**src/hdl/assert_macros.svh**
```systemverilog
// Assertion helpers for the project.
`ifndef ASSERT_MACROS_SVH
`define ASSERT_MACROS_SVH
// Implication checked at every rising clock edge outside reset.
`define ASSERT_IMPL(label, clk, rst_n, lhs, rhs) \
  label: assert property (@(posedge clk) disable iff (!rst_n) (lhs) |-> (rhs)) \
    else $error("assertion failed");
// Next-cycle implication checked outside reset.
`define ASSERT_NEXT(label, clk, rst_n, lhs, rhs) \
  label: assert property (@(posedge clk) disable iff (!rst_n) (lhs) |=> (rhs)) \
    else $error("assertion failed");
`endif

```
**src/hdl/mpf_pkg.sv**
```systemverilog
package mpf_pkg;
  localparam int unsigned DATA_WIDTH = 31;
  localparam int unsigned STATUS_W = 2;
  localparam logic [STATUS_W-1:0] ST_OK = 2'd0;
  localparam logic [STATUS_W-1:0] ST_UNBOUNDED = 2'd1;
  localparam logic [STATUS_W-1:0] ST_INVALID = 2'd2;
  localparam int unsigned QUEUE_DEPTH = 2;
endpackage

```
**src/hdl/mpf_if.sv**
```systemverilog
interface mpf_in_if #(parameter int unsigned W = mpf_pkg::DATA_WIDTH);
  logic valid;
  logic ready;
  logic [W-1:0] n_value;
  logic [W-1:0] k_base;
  modport source (output valid, output n_value, output k_base, input ready);
  modport sink (input valid, input n_value, input k_base, output ready);
endinterface

interface mpf_out_if #(parameter int unsigned W = mpf_pkg::DATA_WIDTH);
  logic valid;
  logic ready;
  logic [W-1:0] exponent;
  logic [mpf_pkg::STATUS_W-1:0] status;
  modport source (output valid, output exponent, output status, input ready);
  modport sink (input valid, input exponent, input status, output ready);
endinterface

```
**src/hdl/mpf_front.sv**
```systemverilog
// Classify requests by k (zero, one or larger) and queue every request as work with its kind.
module mpf_front #(
  parameter int unsigned W = mpf_pkg::DATA_WIDTH,
  parameter int unsigned DEPTH = mpf_pkg::QUEUE_DEPTH
) (
  input  logic         clk,
  input  logic         rst_n,
  input  logic         in_valid,
  output logic         in_ready,
  input  logic [W-1:0] in_n,
  input  logic [W-1:0] in_k,
  output logic         q_valid,
  input  logic         q_ready,
  output logic [W-1:0] q_n,
  output logic [W-1:0] q_k,
  output logic [1:0]   q_kind
);
  localparam int unsigned AW = (DEPTH > 1) ? $clog2(DEPTH) : 1;
  logic [W-1:0] n_mem [DEPTH];
  logic [W-1:0] k_mem [DEPTH];
  logic [1:0]   c_mem [DEPTH];
  logic [AW-1:0] wp_r, rp_r;
  logic [AW:0]   cnt_r;
  logic push, pop;
  logic [1:0] kind;

  always_comb begin
    if (in_k == '0) kind = mpf_pkg::ST_INVALID;
    else if (in_k == W'(1)) kind = mpf_pkg::ST_UNBOUNDED;
    else kind = mpf_pkg::ST_OK;
  end

  assign in_ready = (cnt_r != (AW+1)'(DEPTH));
  assign push = in_valid && in_ready;
  assign q_valid = (cnt_r != '0);
  assign pop = q_valid && q_ready;
  assign q_n = n_mem[rp_r];
  assign q_k = k_mem[rp_r];
  assign q_kind = c_mem[rp_r];

  always_ff @(posedge clk) begin
    if (!rst_n) begin
      wp_r <= '0;
      rp_r <= '0;
      cnt_r <= '0;
    end else begin
      if (push) wp_r <= (wp_r == AW'(DEPTH-1)) ? '0 : wp_r + 1'b1;
      if (pop) rp_r <= (rp_r == AW'(DEPTH-1)) ? '0 : rp_r + 1'b1;
      cnt_r <= cnt_r + (AW+1)'(push) - (AW+1)'(pop);
    end
  end

  always_ff @(posedge clk) begin
    if (push) begin
      n_mem[wp_r] <= in_n;
      k_mem[wp_r] <= in_k;
      c_mem[wp_r] <= kind;
    end
  end
endmodule

```
**src/hdl/mpf_divider.sv**
```systemverilog
// Restoring divider, one quotient bit per cycle.
module mpf_divider #(
  parameter int unsigned W = mpf_pkg::DATA_WIDTH
) (
  input  logic         clk,
  input  logic         rst_n,
  input  logic         start,
  input  logic [W-1:0] dividend,
  input  logic [W-1:0] divisor,
  output logic         done,
  output logic [W-1:0] quot,
  output logic [W-1:0] rem
);
  localparam int unsigned CW = $clog2(W+1);
  logic [W-1:0] q_r, d_r;
  logic [W:0]   r_r;
  logic [CW-1:0] cnt_r;
  logic busy_r, done_r;
  logic [W:0] trial;
  logic [W:0] shifted;

  assign shifted = {r_r[W-1:0], q_r[W-1]};
  assign trial = shifted - {1'b0, d_r};

  always_ff @(posedge clk) begin
    if (!rst_n) begin
      busy_r <= 1'b0;
      done_r <= 1'b0;
      cnt_r <= '0;
    end else begin
      done_r <= 1'b0;
      if (start) begin
        busy_r <= 1'b1;
        cnt_r <= CW'(W);
      end else if (busy_r) begin
        cnt_r <= cnt_r - 1'b1;
        if (cnt_r == CW'(1)) begin
          busy_r <= 1'b0;
          done_r <= 1'b1;
        end
      end
    end
  end

  always_ff @(posedge clk) begin
    if (start) begin
      q_r <= dividend;
      d_r <= divisor;
      r_r <= '0;
    end else if (busy_r) begin
      if (!trial[W]) begin
        r_r <= trial;
        q_r <= {q_r[W-2:0], 1'b1};
      end else begin
        r_r <= shifted;
        q_r <= {q_r[W-2:0], 1'b0};
      end
    end
  end

  assign done = done_r;
  assign quot = q_r;
  assign rem = r_r[W-1:0];
endmodule

```
**src/hdl/mpf_back.sv**
```systemverilog
// Factor k by trial division and apply Legendre's formula per prime; k of zero or one is settled without division.
module mpf_back #(
  parameter int unsigned W = mpf_pkg::DATA_WIDTH
) (
  input  logic         clk,
  input  logic         rst_n,
  input  logic         q_valid,
  output logic         q_ready,
  input  logic [W-1:0] q_n,
  input  logic [W-1:0] q_k,
  input  logic [1:0]   q_kind,
  output logic         out_valid,
  input  logic         out_ready,
  output logic [W-1:0] out_exponent,
  output logic [1:0]   out_status
);
  typedef enum logic [8:0] {
    S_IDLE   = 9'b000000001,
    S_CHK    = 9'b000000010,
    S_DIVK   = 9'b000000100,
    S_MULT   = 9'b000001000,
    S_LEG    = 9'b000010000,
    S_LEGW   = 9'b000100000,
    S_FIN    = 9'b001000000,
    S_DIVE   = 9'b010000000,
    S_OUT    = 9'b100000000
  } state_t;

  state_t state_r;
  logic [W-1:0] n_r, rest_r, p_r, best_r, mult_r, cnt_r, ln_r;
  logic last_r;
  logic div_start, div_done;
  logic [W-1:0] div_a, div_b, quot, rem;
  logic [W-1:0] cand;

  mpf_divider #(.W(W)) u_div (
    .clk, .rst_n, .start(div_start), .dividend(div_a), .divisor(div_b),
    .done(div_done), .quot, .rem
  );

  assign q_ready = (state_r == S_IDLE);
  assign out_valid = (state_r == S_OUT);
  assign out_exponent = best_r;
  assign cand = (mult_r == '0) ? cnt_r : quot;

  always_ff @(posedge clk) begin
    div_start <= 1'b0;
    if (!rst_n) begin
      state_r <= S_IDLE;
    end else begin
      case (state_r)
        S_IDLE: begin
          if (q_valid) begin
            n_r <= q_n;
            rest_r <= q_k;
            p_r <= W'(2);
            best_r <= '1;
            out_status <= q_kind;
            if (q_kind == mpf_pkg::ST_INVALID) begin
              best_r <= '0;
              state_r <= S_OUT;
            end else if (q_kind == mpf_pkg::ST_UNBOUNDED) begin
              state_r <= S_OUT;
            end else begin
              div_a <= q_k;
              div_b <= W'(2);
              div_start <= 1'b1;
              state_r <= S_CHK;
            end
          end
        end
        S_CHK: begin
          // loop continues while p <= rest / p
          if (div_done) begin
            if (p_r > quot) begin
              last_r <= 1'b1;
              if (rest_r > W'(1)) begin
                p_r <= rest_r;
                mult_r <= '0;
                cnt_r <= '0;
                ln_r <= n_r;
                state_r <= S_LEG;
              end else state_r <= S_OUT;
            end else if (rem == '0) begin
              mult_r <= '0;
              div_a <= rest_r;
              div_b <= p_r;
              div_start <= 1'b1;
              state_r <= S_DIVK;
            end else begin
              p_r <= p_r + 1'b1;
              div_a <= rest_r;
              div_b <= p_r + 1'b1;
              div_start <= 1'b1;
            end
          end
        end
        S_DIVK: begin
          if (div_done) begin
            if (rem == '0) begin
              mult_r <= mult_r + 1'b1;
              rest_r <= quot;
              div_a <= quot;
              div_b <= p_r;
              div_start <= 1'b1;
            end else begin
              cnt_r <= '0;
              ln_r <= n_r;
              last_r <= 1'b0;
              state_r <= S_LEG;
            end
          end
        end
        S_LEG: begin
          if (ln_r == '0) state_r <= S_FIN;
          else begin
            div_a <= ln_r;
            div_b <= p_r;
            div_start <= 1'b1;
            state_r <= S_LEGW;
          end
        end
        S_LEGW: begin
          if (div_done) begin
            ln_r <= quot;
            cnt_r <= cnt_r + quot;
            state_r <= S_LEG;
          end
        end
        S_FIN: begin
          if (cnt_r == '0) begin
            best_r <= '0;
            state_r <= S_OUT;
          end else if (mult_r == '0) begin
            if (cnt_r < best_r) best_r <= cnt_r;
            state_r <= S_OUT;
          end else begin
            div_a <= cnt_r;
            div_b <= mult_r;
            div_start <= 1'b1;
            state_r <= S_DIVE;
          end
        end
        S_DIVE: begin
          if (div_done) begin
            if (cand < best_r) best_r <= cand;
            p_r <= p_r + 1'b1;
            div_a <= rest_r;
            div_b <= p_r + 1'b1;
            div_start <= 1'b1;
            state_r <= last_r ? S_OUT : S_CHK;
          end
        end
        S_OUT: begin
          if (out_ready) state_r <= S_IDLE;
        end
        default: state_r <= S_IDLE;
      endcase
    end
  end
endmodule

```
**src/hdl/max_power_of_k_in_factorial.sv**
```systemverilog
// Flow: each request passes through the queue; k of zero or one goes straight to
// the output, otherwise the divider is used for each trial divisor up to sqrt(k)
// and for each Legendre step.
// Throughput: one request at a time in the back end, set by the shared divider.
// Reset: synchronous, active low; clears the queue pointers and the sequencer.
`include "assert_macros.svh"
module max_power_of_k_in_factorial #(
  parameter int unsigned DATA_WIDTH = mpf_pkg::DATA_WIDTH,
  parameter int unsigned QUEUE_DEPTH = mpf_pkg::QUEUE_DEPTH
) (
  input logic clk,
  input logic rst_n,
  mpf_in_if.sink in_ch,
  mpf_out_if.source out_ch
);
  logic q_valid, q_ready;
  logic [DATA_WIDTH-1:0] q_n, q_k;
  logic [1:0] q_kind;

  // Front: classify trivial bases, hold pending requests in a short queue.
  mpf_front #(.W(DATA_WIDTH), .DEPTH(QUEUE_DEPTH)) u_front (
    .clk, .rst_n,
    .in_valid(in_ch.valid), .in_ready(in_ch.ready),
    .in_n(in_ch.n_value), .in_k(in_ch.k_base),
    .q_valid, .q_ready, .q_n, .q_k, .q_kind
  );

  // Back: factorise and count, drive the result register.
  mpf_back #(.W(DATA_WIDTH)) u_back (
    .clk, .rst_n,
    .q_valid, .q_ready, .q_n, .q_k, .q_kind,
    .out_valid(out_ch.valid), .out_ready(out_ch.ready),
    .out_exponent(out_ch.exponent), .out_status(out_ch.status)
  );

  `ASSERT_IMPL(a_unb_max, clk, rst_n,
    out_ch.valid && out_ch.status == mpf_pkg::ST_UNBOUNDED, &out_ch.exponent)
  `ASSERT_IMPL(a_inv_zero, clk, rst_n,
    out_ch.valid && out_ch.status == mpf_pkg::ST_INVALID, out_ch.exponent == '0)
  `ASSERT_NEXT(a_hold, clk, rst_n, out_ch.valid && !out_ch.ready, out_ch.valid)
endmodule
```
**src/flat_wrapper.sv**
```systemverilog
// flat-port wrapper written by rule: the top's interface ports become plain ports
module max_power_of_k_in_factorial_flat 
#(
  parameter int unsigned DATA_WIDTH = mpf_pkg::DATA_WIDTH,
  parameter int unsigned QUEUE_DEPTH = mpf_pkg::QUEUE_DEPTH
)
  (clk, rst_n, in_ch_valid, in_ch_n_value, in_ch_k_base, in_ch_ready, out_ch_valid, out_ch_exponent, out_ch_status, out_ch_ready);
  mpf_in_if in_ch_i ();
  mpf_out_if out_ch_i ();
  input logic clk;
  input logic rst_n;
  input wire logic [$bits(in_ch_i.valid)-1:0] in_ch_valid;
  input wire logic [$bits(in_ch_i.n_value)-1:0] in_ch_n_value;
  input wire logic [$bits(in_ch_i.k_base)-1:0] in_ch_k_base;
  output wire logic [$bits(in_ch_i.ready)-1:0] in_ch_ready;
  output wire logic [$bits(out_ch_i.valid)-1:0] out_ch_valid;
  output wire logic [$bits(out_ch_i.exponent)-1:0] out_ch_exponent;
  output wire logic [$bits(out_ch_i.status)-1:0] out_ch_status;
  input wire logic [$bits(out_ch_i.ready)-1:0] out_ch_ready;
  assign in_ch_i.valid = in_ch_valid;
  assign in_ch_i.n_value = in_ch_n_value;
  assign in_ch_i.k_base = in_ch_k_base;
  assign in_ch_ready = in_ch_i.ready;
  assign out_ch_valid = out_ch_i.valid;
  assign out_ch_exponent = out_ch_i.exponent;
  assign out_ch_status = out_ch_i.status;
  assign out_ch_i.ready = out_ch_ready;
  max_power_of_k_in_factorial #(.DATA_WIDTH(DATA_WIDTH), .QUEUE_DEPTH(QUEUE_DEPTH)) u_core (.clk(clk), .rst_n(rst_n), .in_ch(in_ch_i), .out_ch(out_ch_i));
endmodule
```
**config.mk**
```make
export PLATFORM = sky130hd
export DESIGN_NAME = max_power_of_k_in_factorial_flat
export DESIGN_NICKNAME = d
export VERILOG_FILES = /design/src/hdl/mpf_pkg.sv /design/src/hdl/mpf_if.sv /design/src/hdl/mpf_front.sv /design/src/hdl/mpf_divider.sv /design/src/hdl/mpf_back.sv /design/src/hdl/max_power_of_k_in_factorial.sv /design/src/flat_wrapper.sv
export VERILOG_INCLUDE_DIRS = /design/src /design/src/hdl
export SDC_FILE = /design/constraint.sdc
export NUM_CORES = 1
export LEC_CHECK = 0
export ABC_AREA = 1
export CAP_MARGIN = 5
export CELL_PAD_IN_SITES_DETAIL_PLACEMENT = 0
export CELL_PAD_IN_SITES_GLOBAL_PLACEMENT = 1
export CORE_ASPECT_RATIO = 0.6
export CORE_MARGIN = 1.5
export CORE_UTILIZATION = 35
export CTS_BUF_LIST = sky130_fd_sc_hd__clkbuf_4
export DETAILED_ROUTE_END_ITERATION = 7
export DONT_BUFFER_PORTS = 1
export PLACE_DENSITY = 0.67
export SLEW_MARGIN = 20
export SYNTH_ARGS = -nofsm -noshare
export SYNTH_HDL_FRONTEND = slang
export SYNTH_SLANG_ARGS = --single-unit
```
**constraint.sdc**
```tcl
create_clock -name clk -period 6.3 [get_ports clk]
set_clock_uncertainty 0.15 [all_clocks]
set_input_delay 0.945 -clock clk [delete_from_list [all_inputs] [get_ports clk]]
set_output_delay 0.945 -clock clk [all_outputs]
set_load 0.03 [all_outputs]
```
==> reports/results.txt, run 1 <==
The setup path with the least slack is of type register to register. Measured against its own limit, the worst slew margin works out to 21.6%. Yosys mapped the design onto 54 distinct sky130hd cell types. The clock period minus worst slack was 5190 ps; the layout overhead on the synthesized area was 12.7%. For this configuration, the core starts out at a cell density of 35.3%. 101 I/O pins were placed. The post-CTS setup buffer count is 0, and the width of the die is 377 um. The initial antenna violation count came out at 10. The net count of the finished layout is 3651. The pin count of the biggest net entering global routing came out at 74. In the layout the commonest cells are nand2_1 (848), edfxtp_1 (472), inv_1 (362). The count of state elements after synthesis was 524; the highest achievable clock rate was 193 MHz.

The worst setup path is launched from a register. After floorplanning, the core was divided into 82 placement rows. The number of nets handed over by synthesis was 3518. The first routing iteration left 2936 violations. TritonCTS built the clock tree.

Maximum buffer depth of the clock tree: 3. The run gives 0 ps as the setup TNS after final layout. In this run, synthesis inferred 472 flip-flops with an integrated enable. The required arrival time at the worst endpoint came out at 6830 ps. The number of global-route vias before repair was 22500; the layout cell share with drive strength beyond 1 was 8.93%. Setup repair after global routing left no endpoint under its margin. The share of the cycle needed by the critical path after routing was 82.4%. In this run the static leakage power is 0.0136 uW. The path class of the tightest hold or removal check is input port to register. After synthesis, flip-flops and latches occupy 51.9% of the total area.

For the die area, the log shows 85600 um^2. Setup violations remaining at the end of the flow were counted as 0. For the max-slew violation count, the log shows 0. The tools report the count of final hold-check violations as 0. Yosys attributes the largest share of cell area to edfxtp_1 (48%), nand2_1 (11%), ha_1 (6.9%). Pin slew with the least headroom to its limit: 1170 ps. The data arrival time at the worst-slack endpoint is 5720 ps, and the depth of the worst register-to-register path is 11. Summed over all instances, the cell type with the most area after synthesis is edfxtp_1.

In this run the vertical extent of the chip is 227 um. In this run the critical register-to-register path is launched from u_core.u_back.p_r[30]. The HPWL after detailed placement was 74.4 mm. The master cell of the clock root buffer was clkbuf_4. The worst setup path is captured at a register. The tools report the post-detailed-route DRC marker count as 0. The run gives 39.7% as the post-layout utilization of the core. The flow ran to the end, and the final reports show no timing, DRC or antenna violations. The floorplan step defined a core boundary enclosing 83200 um^2.

Wire length of the first global-routing pass: 148 mm. Dividing total power by cell area gives a power density of 378 nW/um^2. The startpoint of the tightest hold check path was in_ch_k_base[28]. In the final routed layout, each cell accounts on average for 21.4 um. The total number of yosys warnings was 0; the final weighted congestion of routability-driven global placement was 0.991.

The run gives 524 as the count of clock tree sinks. For this run the aggregate overflow at the end of global routing stands at 0. The area share of the largest cell type after synthesis came out at 48.3%.

In this run the tool buffered the top-level ports with 0 buffer cells. The setup check on the worst reg-to-reg path leaves a slack of 1110 ps. The first-pass iteration count of the detailed router is 7. Summed over all layers, the routed wires come to 99.7 mm.

IR analysis of the VDD net gives a maximum drop of 0.226 mV. The main flop type after synthesis is edfxtp_1. For the filler cell count, the log shows 8389. Across the run, the number of max-cap violations was 0. The instance count of the mapped netlist came out at 3289.

Across all layers, the routed design uses 24300 vias. Leaving out fill and tap cells, the most frequent cell in the layout is nand2_1. The H-tree depth came out at 4.

Across every metal layer, demand over resource in global routing totals 23.5%. The run gives 0 as the number of nets still failing antenna checks after routing. The largest fanout on the critical path is 31. Dividing the detail-routed via count by the number of cells gives 5.22. In this run the mean area of a mapped cell was 8.92 um^2. The number of gates resized after CTS came out at 0.

Of all flip-flops after synthesis, the portion carrying an async set or reset was 0%. Along the worst hold path, the cell count comes to 3. The insertion delay to the later sink of the worst-skew pair is 1070 ps, and the clock edge transition at the registers on the reported setup and hold paths is 70 ps. The hold-critical path endpoint was u_core.u_front.c_mem[1][0].

Buffers inserted during clock tree synthesis total 134. The synthesized netlist occupies a cell area of 29300 um^2. The worst register-to-register path ends at u_core.u_back.mult_r[12].
[how the worst max path moves through the flow]
stage	from	endpoint	slack, ps
4_1_cts	u_core.u_back.p_r[30]	u_core.u_back.mult_r[2]	1360
5_1_grt	u_core.u_back.p_r[30]	u_core.u_back.mult_r[2]	900
2_1_floorplan	u_core.u_back.u_div.quot[30]	u_core.u_back.cnt_r[0]	1140
3_5_place_dp	u_core.u_back.p_r[30]	u_core.u_back.mult_r[2]	1410
6_report	u_core.u_back.p_r[30]	u_core.u_back.mult_r[12]	1110
3_3_place_gp	u_core.u_back.p_r[30]	u_core.u_back.mult_r[5]	1340
[synth_stat cells (5+ instances only)]
library cell,count
inv_2,9
o221ai_1,5
dfxtp_1,52
a21o_1,8
xnor2_1,15
o21ai_0,218
inv_1,365
o21a_1,17
o21bai_1,6
a22oi_1,25
buf_2,18
nand3_1,103
a31oi_1,7
xor2_1,34
o21ai_1,30
a21oi_1,253
a211oi_1,11
nor3_1,47
ha_1,161
or2_2,11
nor2_1,239
buf_1,7
nand4_1,55
o2111ai_1,12
clkbuf_1,77
nor4_1,42
o211ai_1,25
nor2_2,11
edfxtp_1,472
nand3b_1,34
nand2_2,5
nand2_1,851
a221oi_1,18
[kinds of logic (layout without fill, tap and decap cells)]
logic type | Yosys count | count (layout) | synth area share [%]
and+or+nand+nor | 1426 | 1426 | 21.0
AOI/OAI and AO/OA | 648 | 648 | 12.4
DFF | 524 | 524 | 51.9
buffers and inverters | 479 | 706 | 6.24
adders and majority gates | 163 | 163 | 7.00
xor gates and xnor gates | 49 | 49 | 1.46
other | 0 | 5 | 0
[flip-flops by register name (all words and copies together), names as in the netlist, 2 cells and up, named ones only]
name and count:
u_core.u_back.out_status 2, u_core.u_front.c_mem 4, u_core.u_back.u_div.quot 31, u_core.u_back.p_r 31, u_core.u_back.out_exponent 31, u_core.u_back.n_r 31, u_core.u_back.div_b 31, u_core.u_front.cnt_r 2
u_core.u_back.div_a 31, u_core.u_back.state_r 8, u_core.u_back.u_div.d_r 31, u_core.u_front.k_mem 62, u_core.u_back.u_div.r_r 31, u_core.u_front.n_mem 62, u_core.u_back.ln_r 31, u_core.u_back.mult_r 31
u_core.u_back.u_div.cnt_r 5, u_core.u_back.cnt_r 31, u_core.u_back.rest_r 31
[worst max-delay path, cell delays in order (launching register included)]
cell and delay [ps]:
edfxtp_1 570, ha_1 380, nand2_1 80, nor2_1 150
nor2b_1 150, nand2_1 160, nor4_2 560, nand4_1 450
nand2_1 750, nand2_1 620, a31oi_4 310, buf_4 440
[cell type report]
type,instances,area (um^2),share of cell area [%]
inverter,374,1400,4.25
clock buffer,189,1420,4.29
sequential,524,15200,46.0
clock inverter,41,260,0.787
tap,1134,1420,4.29
timing repair buffer,102,941,2.85
antenna,5,12.5,0.0378
multi-input combinational,2286,12400,37.5
[where the power goes]
part / switching [uW] / total (uW) / leakage, uW / internal (uW)
clock: 1560 / 3040 / 0.000980 / 1480
combinational: 2890 / 3920 / 0.00782 / 1040
sequential: 673 / 5530 / 0.00483 / 4860
total: 5120 / 12500 / 0.0136 / 7370
[metrics by stage]
step / cells / hold slack (ps) / power [uW] / setup slack (ps) / cell area (um^2)
global placement: 4355 / 254 / 9370 / 1340 / 30700
floorplan: 3289 / 250 / 7830 / 1140 / 29300
detailed placement: 4355 / 256 / 9380 / 1410 / 30700
finish: 4655 / 127 / 12500 / 1110 / 33100
global route: 4652 / 78.1 / 13300 / 900 / 33100
CTS: 4650 / 4.12 / 12500 / 1360 / 33000
[metal layers]
metal	wire length, um	GRT usage (%)	share of wire (%)
met1	50200	36.9	50
met2	34600	28.0	35
met3	13400	10.1	13
met4	1530	6.32	1.5
met5	13	0	0.013
[timing repair]
item                                    in CTS  in global routing
hold buffers                                65                  0
endpoints found under the setup margin       0                  0
endpoints found under the hold margin      142                  0
Power figures use the tool's default switching activity.
==> run 2, diff against run 1 <==
PLACE_DENSITY = 0.69   (was 0.67)
clock period = 4.2 ns   (was 6.3 ns; I/O delays follow)
==> reports/results.txt, run 2 (synthesis results as in run 1) <==
The highest layer touched by signal routing is met5. The number of instances in the placed design is 4391 (+0.83%). The largest registers in the layout are u_core.u_front.k_mem: 62 flops, u_core.u_front.n_mem: 62 flops. The final weighted congestion of routability-driven global placement was 0.983 (-0.72%); the initial core utilization was 35.3% (unchanged). The count of input and output buffers came out at 0 (unchanged). The tools report the maximum buffer depth of the clock tree as 3 (unchanged). The layout overhead on the synthesized area is 14.5%.

The power density over the cells came out at 569 nW/um^2 (+51%). The tools report the count of final hold-check violations as 0 (unchanged). The largest fanout on the critical path is 63 (+100%), and the max-slew violation count is 0 (unchanged). The worst setup slack before clock tree synthesis is 348 ps (-1060 ps), and the worst path setup slack after routing is 327 ps (-780 ps). The share of the cycle needed by the critical path after routing works out to 92.2% (+9.8 points). Depth of the worst register-to-register path: 20 (+9). The logs give 0 (unchanged) for the post-CTS setup buffer count and 2803 (-4.5%) for the iteration-0 DRC count of the detailed router. The count of clock tree sinks came out at 524 (unchanged). The number of vias per cell was 5.18 (-0.75%); the pin count of the biggest net entering global routing was 73 (-1.4%). The leakage dissipation was 0.0139 uW (+2.2%); the headroom to the max-slew limit was 29.8% (+8.3 points). The min-delay analysis places its worst path in the category input port to register.

The setup TNS after final layout was 0 ps (unchanged). The met2 wire length was 35.4 mm (+2.3%); the global-route usage over all layers was 23.5% (-0.044 points). The number of global-route vias before repair is 22900 (+1.7%). The highest achievable clock rate was 258 MHz (+34%); the clock period minus worst slack was 3870 ps (-1320 ps). The tools report the hold-critical path endpoint as u_core.u_back.rest_r[24].

The max-cap check violation count was 0 (unchanged); the routed length on met3 was 14.1 mm (+5.9%). The die height is 227 um (unchanged). The die area was 85600 um^2 (unchanged); the required arrival time at the worst endpoint was 4710 ps (-2120 ps). The tools report the total routed wire length on the met1 layer as 49.5 mm (-1.4%).

The average wire per cell in the routed design was 21.3 um (-0.54%); the peak supply drop was 0.292 mV (+30%). The tools report the internal reg-to-reg setup slack as 330 ps (-780 ps). The library cell used most frequently in the layout, excluding fill and tap cells, is nand2_1. Number of non-filler instances in the completed layout: 4703 (+1.0%).

The tools report the standard-cell row count as 82 (unchanged). The total power was 19100 uW (+53%); the routed via count was 24400 (+0.28%). The width of the die came out at 377 um (unchanged). The final-report setup violation count came out at 0 (unchanged). STA classifies the critical path startpoint as a register. The logs give 75.2 mm (+1.1%) for the HPWL after detailed placement and 4380 ps (-1340 ps) for the data arrival time at the worst-slack endpoint.

The pin slew with the least headroom to its limit works out to 1040 ps (-127 ps). The tools report the number of nets still failing antenna checks after routing as 0 (unchanged). TritonCTS built the clock tree. The logs give 6 (-1) for the first-pass iteration count of the detailed router and 40.4% (+0.65 points) for the post-layout utilization of the core. The critical path class is register to register. The run gives 83200 um^2 (unchanged) as the core area. In the layout the commonest cells are nand2_1 (848), edfxtp_1 (472), inv_1 (364).

The run finished with clean final reports. The CTS buffer count was 136 (+1.5%). The startpoint of the tightest hold check path was rst_n. Post-detailed-route DRC marker count: 0 (unchanged).

The tools report the total congestion overflow after global routing as 0 (unchanged). The H-tree depth came out at 4 (unchanged). Setup repair after global routing left no endpoint under its margin. The layout cell share with drive strength beyond 1 is 10.3% (+1.3 points).

In this run the clock root is driven by a clkbuf_4. The insertion delay to the later sink of the worst-skew pair came out at 990 ps (-80 ps). The total wire length after detailed routing came out at 100 mm (+0.49%). The critical path capture point type is a register.

The clock edge transition at the registers on the reported setup and hold paths came out at 80 ps (about the same). For the wire length of the first global-routing pass, the log shows 149 mm (+0.28%). The startpoint identified for the worst register-to-register timing path is u_core.u_back.mult_r[0]. The cell depth of the worst min-delay path was 3 (unchanged). The count of nets after finishing is 3689 (+1.0%), and the number of top-level pins is 101 (unchanged). The run gives 7 (-3) as the initial antenna violation count. In this run the critical register-to-register path is captured at u_core.u_back.out_exponent[7].
-- run 2: changes by cell type in the layout (fill, tap and decap cells not counted), moves of 2 or more --
cell,previous run,this run
clkinv_1,26,23
clkbuf_4,189,205
inv_1,362,364
clkinv_4,5,2
buf_12,1,12
buf_4,36,61
-- run 2: how the worst max path moves through the flow --
stage | endpoint | slack [ps] | start
after floorplan | u_core.u_front.c_mem[1][0] | 70 | u_core.u_front.cnt_r[0]
after global placement | u_core.u_back.out_exponent[4] | 410 | u_core.u_back.mult_r[24]
after detailed placement | u_core.u_back.out_exponent[3] | 350 | u_core.u_back.mult_r[24]
after CTS | u_core.u_back.out_exponent[7] | 260 | u_core.u_back.mult_r[24]
after global routing | u_core.u_back.out_exponent[9] | 30 | u_core.u_back.mult_r[0]
final | u_core.u_back.out_exponent[7] | 330 | u_core.u_back.mult_r[0]
-- run 2: layer usage --
layer	vias to the layer above	global-route usage, %
li1	11800	-
met1	11400	35.9
met2	1073	28.8
met3	93	11.2
met4	2	5.06
met5	-	0
-- run 2: critical path, cell delays in order, from the launching register on --
cell	delay, ps
edfxtp_1	410
inv_1	160
ha_1	180
nand2_1	50
nor2_1	100
nand2_1	90
nor2_1	200
nand2_2	90
buf_12	190
a21oi_1	280
ha_1	330
nand4_1	120
a31oi_1	80
a2111oi_2	260
nand2_1	180
nand2_1	110
nand2_1	50
nand2_1	50
nand2_1	90
nor2_4	120
buf_12	190
-- run 2: area by class of cell --
cell class | count | area, um^2
clock buffer | 205 | 1540
multi-input combinational | 2286 | 12400
sequential | 524 | 15200
antenna | 4 | 10.0
fill | 8396 | 49600
tap | 1134 | 1420
inverter | 374 | 1400
timing repair buffer | 138 | 1350
clock inverter | 38 | 268
-- run 2: report_power, final --
part | internal [uW] | switching [uW]
sequential | 7280 | 1020
clock | 2430 | 2320
combinational | 1700 | 4380
-- run 2: timing repair --
action                                  in CTS  in global routing
endpoints found under the setup margin       0                 31
hold buffers                                65                  0
resized for setup                            0                  3
hold endpoints to repair                   161                  0
-- run 2: stage by stage --
step	hold WS (ps)	area, um^2
global placement	251	31100
floorplan	250	29400
finish	161	33600
CTS	30.5	33600
detailed placement	255	31100
global route	67.4	33600
